**src/rtl/rap_pkg.sv**
```systemverilog
// ----------------------------------------------------------------------------
// rap_pkg
// Shared types and constants of the running autocorrelation peak block.
// ----------------------------------------------------------------------------
`default_nettype none

package rap_pkg;

  localparam int SAMPLE_W    = 16;
  localparam int INDEX_W     = 10;
  localparam int SCORE_W     = 49;
  localparam int ACC_W       = 48;
  localparam int COEF_W      = 16;
  localparam int PROD_W      = ACC_W + COEF_W;
  localparam int DECAY_SHIFT = 16;
  localparam int CFG_INDEX_W = 8;
  localparam int CFG_DATA_W  = 16;
  localparam int COUNT_W     = 16;

  localparam logic [CFG_DATA_W-1:0]  DECAY_FACTOR_RST = 16'd65470;
  localparam logic [CFG_DATA_W-1:0]  DECAY_PERIOD_RST = 16'd500;

  localparam logic [CFG_INDEX_W-1:0] REG_DECAY_FACTOR = 8'd0;
  localparam logic [CFG_INDEX_W-1:0] REG_DECAY_PERIOD = 8'd1;

  typedef enum logic [1:0] {
    OP_ACC,
    OP_SEARCH,
    OP_DECAY
  } rap_op_t;

  typedef struct packed {
    logic [SAMPLE_W-1:0] sample;
    logic                block_end;
  } rap_in_t;

  typedef struct packed {
    logic [INDEX_W-1:0] peak_index;
    logic [SCORE_W-1:0] peak_score;
  } rap_out_t;

  typedef struct packed {
    logic [CFG_INDEX_W-1:0] index;
    logic [CFG_DATA_W-1:0]  wdata;
  } rap_cfg_t;

  // controller to datapath
  typedef struct packed {
    logic              store;
    logic              start;
    rap_op_t           op;
    logic              load_out;
    logic [COEF_W-1:0] decay_factor;
  } rap_cmd_t;

  // datapath to controller
  typedef struct packed {
    logic idle;
  } rap_sts_t;

endpackage

`default_nettype wire

```
**src/rtl/rap_ctrl.sv**
```systemverilog
// ----------------------------------------------------------------------------
// rap_ctrl
// Sequencer: item handshake, accumulate/search/decay order, block count and
// configuration registers.
// ----------------------------------------------------------------------------
`default_nettype none

module rap_ctrl
  import rap_pkg::*;
(
  input  wire logic                   clk,
  input  wire logic                   rst_n,
  input  wire logic                   in_valid,
  input  wire logic                   in_block_end,
  output logic                        in_ready,
  output logic                        out_valid,
  input  wire logic                   out_ready,
  input  wire logic                   cfg_valid,
  input  wire logic [CFG_INDEX_W-1:0] cfg_index,
  input  wire logic [CFG_DATA_W-1:0]  cfg_wdata,
  output logic                        cfg_ready,
  output rap_cmd_t                    cmd,
  input  wire rap_sts_t               sts
);

  typedef enum logic [1:0] {
    S_IDLE,
    S_ACC,
    S_SEARCH,
    S_DECAY
  } state_t;

  state_t               state_r,     state_nxt;
  logic                 start_r,     start_nxt;
  rap_op_t              op_r,        op_nxt;
  logic                 last_r,      last_nxt;
  logic                 out_valid_r, out_valid_nxt;
  logic [COUNT_W-1:0]   count_r,     count_nxt;
  logic [COEF_W-1:0]    factor_r,    factor_nxt;
  logic [CFG_DATA_W-1:0] period_r,   period_nxt;

  logic accept;
  logic out_free;
  logic engine_done;
  logic load_out;

  assign accept      = in_valid && (state_r == S_IDLE);
  assign out_free    = !out_valid_r || out_ready;
  assign engine_done = !start_r && sts.idle;

  always_comb begin
    state_nxt     = state_r;
    start_nxt     = 1'b0;
    op_nxt        = op_r;
    last_nxt      = last_r;
    out_valid_nxt = out_valid_r;
    count_nxt     = count_r;
    factor_nxt    = factor_r;
    period_nxt    = period_r;
    load_out      = 1'b0;

    if (out_valid_r && out_ready) begin
      out_valid_nxt = 1'b0;
    end

    unique case (state_r)
      S_IDLE: begin
        if (accept) begin
          start_nxt = 1'b1;
          op_nxt    = OP_ACC;
          last_nxt  = in_block_end;
          state_nxt = S_ACC;
        end
      end
      S_ACC: begin
        if (engine_done) begin
          if (last_r) begin
            start_nxt = 1'b1;
            op_nxt    = OP_SEARCH;
            state_nxt = S_SEARCH;
          end else begin
            state_nxt = S_IDLE;
          end
        end
      end
      S_SEARCH: begin
        // hand the peak to the output register once it is free
        if (engine_done && out_free) begin
          load_out      = 1'b1;
          out_valid_nxt = 1'b1;
          if (count_r >= period_r) begin
            count_nxt = '0;
            start_nxt = 1'b1;
            op_nxt    = OP_DECAY;
            state_nxt = S_DECAY;
          end else begin
            count_nxt = count_r + 1'b1;
            state_nxt = S_IDLE;
          end
        end
      end
      S_DECAY: begin
        if (engine_done) begin
          state_nxt = S_IDLE;
        end
      end
      default: begin
        state_nxt = S_IDLE;
      end
    endcase

    if (cfg_valid) begin
      unique case (cfg_index)
        REG_DECAY_FACTOR: factor_nxt = cfg_wdata;
        REG_DECAY_PERIOD: period_nxt = cfg_wdata;
        default: ;
      endcase
    end
  end

  always_ff @(posedge clk) begin
    if (!rst_n) begin
      state_r     <= S_IDLE;
      start_r     <= 1'b0;
      op_r        <= OP_ACC;
      last_r      <= 1'b0;
      out_valid_r <= 1'b0;
      count_r     <= '0;
      factor_r    <= DECAY_FACTOR_RST;
      period_r    <= DECAY_PERIOD_RST;
    end else begin
      state_r     <= state_nxt;
      start_r     <= start_nxt;
      op_r        <= op_nxt;
      last_r      <= last_nxt;
      out_valid_r <= out_valid_nxt;
      count_r     <= count_nxt;
      factor_r    <= factor_nxt;
      period_r    <= period_nxt;
    end
  end

  assign in_ready  = (state_r == S_IDLE);
  assign out_valid = out_valid_r;
  assign cfg_ready = 1'b1;

  assign cmd.store        = accept;
  assign cmd.start        = start_r;
  assign cmd.op           = op_r;
  assign cmd.load_out     = load_out;
  assign cmd.decay_factor = factor_r;

endmodule

`default_nettype wire

```
**config.mk**
```make
export PLATFORM = sky130hd
export DESIGN_NAME = rap_ctrl
export DESIGN_NICKNAME = d
export VERILOG_FILES = /design/src/rtl/rap_pkg.sv /design/src/rtl/rap_ctrl.sv
export SDC_FILE = /design/constraint.sdc
export NUM_CORES = 1
export LEC_CHECK = 0
export BUFFER_PORTS_ARGS = -buffer_cell sky130_fd_sc_hd__buf_2
export CORE_UTILIZATION = 28
export CTS_CLUSTER_DIAMETER = 150
export DETAILED_ROUTE_END_ITERATION = 8
export PLACE_DENSITY_LB_ADDON = 0.2
export SLEW_MARGIN = 25
export SYNTH_ARGS = -nofsm -noshare
export SYNTH_HDL_FRONTEND = slang
export SYNTH_SLANG_ARGS = --single-unit
```
**constraint.sdc**
```tcl
create_clock -name clk -period 3.65 [get_ports clk]
set_input_delay 0.1825 -clock clk [delete_from_list [all_inputs] [get_ports clk]]
set_output_delay 0.1825 -clock clk [all_outputs]
set_load 0.01 [all_outputs]
```
==> impl_summary.md <==
STA
The final-report hold violation count is 0. Adding up every negative setup slack in the final design gives 0 ns. The worst pin sits at a relative slew slack of 0.492. The setup skew after layout is 0.00407 ns. The post-layout minimum cycle time is 2.26 ns. The final hold slack is 0.104 ns. The worst-margin pin slew is 0.762 ns. Setup violations remaining at the end of the flow were counted as 0.

Setup repair after global routing left no endpoint under its margin. The final-report max-slew violation count was 0. The post-route clock period utilization is 0.618. Derived from the worst setup path, the maximum achievable clock frequency is 0.443 GHz.

CTS
The number of gates given a new drive strength after cts is 0. The post-cts hold buffer count is 0. The number of sinks driven by the clock tree is 55. The clock insertion delay at the later pin of the skew report is 0.30 ns. The CTS tree is built.

CTS built an H-tree with a depth of 2. The maximum buffer depth of the clock tree is 2. The number of post-CTS setup repair buffers is 0. Clock-pin slew was measured on the worst setup and hold paths at 0.10 ns.

CTS placed an instance of sky130_fd_sc_hd__clkbuf_8 at the clock tree root. The clock buffer count from CTS is 5.

Synth
In this run the mean area of a mapped cell was 9.05 um^2. For this run, the number of Yosys warnings is 0. The portion of synthesized area spent on multiplexers is 0.122. After synthesis the cells add up to 0.00263 mm^2. The dominant synthesized flop cell is sky130_fd_sc_hd__dfxtp_1. The share of the yosys chip area belonging to registers is 0.418. Counting every instance in the synthesized netlist gives 291. The largest family of logic cells by synthesized area is simple AND/OR/NAND/NOR gates. Of the total synthesized cell area, the portion taken by full adders, half adders and majority gates is 0.0808. The synthesized netlist contains 41 unique library cells.

Of the total synthesized cell area, the portion taken by XOR and XNOR cells is 0.0399. When the netlist entered floorplanning its net count stood at 339. The share of the synthesized area in compound gates (AO/OA/AOI/OAI) is 0.0708.

Counting flops and latches in the post-synthesis netlist gives 55. Of the total synthesized cell area, the portion taken by AND, OR, NAND and NOR gates is 0.211. The share of synthesized flip-flops with an asynchronous set or reset is 0. The number of enable flip-flop cells after synthesis is 0.

Critical path
The critical path is of the flop to flop type. The critical-path cell with the highest stage delay is sky130_fd_sc_hd__a2111oi_0. The sort of element at the start of the critical path is a flop.

The startpoint identified for the worst register-to-register timing path is count_r[0]$_SDFFE_PN0P_. For the worst flop-to-flop path, the logic depth is 7. The signal on the critical path passes through inv_1 -> ha_1 -> nand2b_1 -> a2111oi_0 -> nand3b_1 -> nand4_1 -> o311a_1. The worst setup path is captured at a flop. The required time of the worst setup path is 3.85 ns.

Tracing the worst setup path back leads to its startpoint at count_r[0]$_SDFFE_PN0P_. The critical path arrival is 2.46 ns. The biggest cell delay along the critical path is 0.40 ns. In this run the worst path has a maximum fanout of 6.

Place
The placer's final routability congestion estimate is 0.771. Port buffering added 53 buffers. Detailed placement ended at an HPWL of 4140 um.

Global routing
The first global-routing pass estimated 9630 um of wire. Entering global routing, the biggest net connects 32 pins. The number of antenna violations at the first check in global routing is 0. Summed over all layers, the global routing overflow is 0. The overall routing resource usage is 0.121. The via count of the first global-routing pass is 1994.

Min path
The class of the tightest hold or removal check is primary input to flop. Counting instances, the worst hold path has a depth of 3. The startpoint of the lowest-slack hold path is cfg_wdata[8].

Power
In this run the power spent charging and discharging nets is 0.230 mW. The part of the total power dissipated in the clock network is 0.358. The internal cell power is 0.799 mW. The proportion of power drawn by flip-flops and latches is 0.591. The power density over the cells is 333 mW/mm^2.

IR analysis of the VDD net gives a maximum drop of 0.000183 V. The reported leakage power is 1.38 nW. Of the total power, the share spent switching nets is 0.223.

The logic gate share of total power is 0.052.

Route
The post-route DRC violation count is 0. The average wire length per cell after detail routing is 12.3 um. After detailed routing, the number of vias per cell comes to 4.63. The pre-antenna-repair detailed-routing pass consisted of 6 iterations. The final layout contains routed wiring with a total length of 5550 um. The total number of vias is 2089. The post-detailed-route count of antenna-violating nets is 0. The first-iteration detailed-routing DRC count is 55.

Cells and area
The number of inserted diodes is 0. The synthesis-to-layout area growth is 17.2%. The library cell used most frequently in the layout, excluding fill and tap cells, is sky130_fd_sc_hd__dfxtp_1. The top cell types in the final layout, fill and taps aside, are 55 x sky130_fd_sc_hd__dfxtp_1, 53 x sky130_fd_sc_hd__buf_2, 37 x sky130_fd_sc_hd__nand2_1. Of the cells placed in the final design, the portion with a size suffix greater than 1 is 0.212. The net count of the finished layout is 387.

Floorplan
Pin placement for this block handled 55 I/O pins. The starting density of the core is 0.288. The chip width is 99.0 um. The full die area is 0.00979 mm^2. The region available for standard cell placement spans 0.00915 mm^2.

In this run the vertical extent of the chip is 99.0 um. Row generation in the floorplan step produced 35 rows.

Run
Across the run, the number of max-cap violations was 0.

Outcome
The run finished with clean final reports.
-- cells in the mapped netlist (2+ instances only) --
library cell,number,area (um^2)
sky130_fd_sc_hd__nor3_1,4,20.0
sky130_fd_sc_hd__nand4_1,10,62.6
sky130_fd_sc_hd__o21ai_0,8,40.0
sky130_fd_sc_hd__and3_1,3,18.8
sky130_fd_sc_hd__nor2b_1,4,25.0
sky130_fd_sc_hd__nand3_1,7,35.0
sky130_fd_sc_hd__clkbuf_1,3,11.3
sky130_fd_sc_hd__xor2_1,11,96.3
sky130_fd_sc_hd__and4_1,3,26.3
sky130_fd_sc_hd__nand2_1,37,139
sky130_fd_sc_hd__buf_4,4,30.0
sky130_fd_sc_hd__nor2_1,32,120
sky130_fd_sc_hd__a21oi_1,10,50.1
sky130_fd_sc_hd__and2_1,2,12.5
sky130_fd_sc_hd__dfxtp_1,55,1100
sky130_fd_sc_hd__o22ai_1,2,12.5
sky130_fd_sc_hd__a31o_2,3,26.3
sky130_fd_sc_hd__or3_1,2,12.5
sky130_fd_sc_hd__buf_1,2,7.51
sky130_fd_sc_hd__ha_1,17,213
sky130_fd_sc_hd__inv_1,17,63.8
sky130_fd_sc_hd__mux2i_1,32,320
sky130_fd_sc_hd__buf_2,4,20.0
sky130_fd_sc_hd__nand2b_1,2,12.5
-- critical path, delay by kind of cell, from the launching register on --
family                     cells  cell delay, ns
AOI/OAI and AO/OA              2            0.78
and+or+nand+nor                3            0.63
DFF                            1            0.39
adders and majority gates      1            0.28
buffers and inverters          1            0.08
-- state kept, by name (all words and copies together), names as in the netlist --
name / cells
state_r: 2
op_r: 2
count_r: 16
factor_r: 16
start_r: 1
period_r: 16
last_r: 1
out_valid: 1
-- final cells by class --
type / instances / area (um^2)
clock buffer: 7 / 96.3
clock inverter: 1 / 7.51
fill: 961 / 6070
inverter: 18 / 67.6
multi-input combinational: 204 / 1390
sequential: 55 / 1100
tap: 111 / 139
timing repair buffer: 55 / 280
-- stage by stage --
step	cells	total power, mW	worst slack [ns]	util	cell area (um^2)
final	451	1.03	1.39	0.337	3090
after global routing	451	1.07	1.12	0.337	3090
after CTS	451	1.05	1.35	0.336	3080
after detailed placement	443	0.676	1.36	0.325	2970
after global placement	443	0.676	1.30	0.325	2970
after floorplan	291	0.649	1.74	-	2630
-- kinds of logic (layout without fill, tap and decap cells) --
logic type,Yosys count,after routing
AND/OR/NAND/NOR,113,113
flip-flops,55,55
multiplexers,32,32
buffers and inverters,32,81
AO/OA/AOI/OAI,29,29
adder cells (fa/ha/maj),17,17
XOR/XNOR,12,12
other,1,1
-- metal layers --
| layer | vias up | track usage | wire length [um] |
|---|---|---|---|
| met1 | 957 | 0.161 | 2720 |
| met2 | 38 | 0.199 | 2550 |
| met4 | 0 | 0.0344 | 60 |
| met5 | - | 0 | 0 |
| met3 | 6 | 0.0234 | 223 |
| li1 | 1088 | - | - |
-- final timing paths --
path / endpoint / slack [ns]
worst min register to register: op_r[0]$_SDFFE_PN0P_ / 0.47
worst max-delay path: state_r[1]$_SDFFE_PN0P_ / 1.39
worst min-delay path: period_r[8]$_SDFFE_PN1P_ / 0.10
worst max register to register: state_r[1]$_SDFFE_PN0P_ / 1.39
-- power by group through the flow --
stage	clock network, mW	logic [mW]	registers, mW
3_3_place_gp	0	0.0540	0.622
5_1_grt	0.404	0.0592	0.609
3_5_place_dp	0	0.0541	0.622
2_1_floorplan	0	0.0298	0.619
4_1_cts	0.386	0.0540	0.608
6_report	0.368	0.0534	0.608
Power figures use the tool's default switching activity.
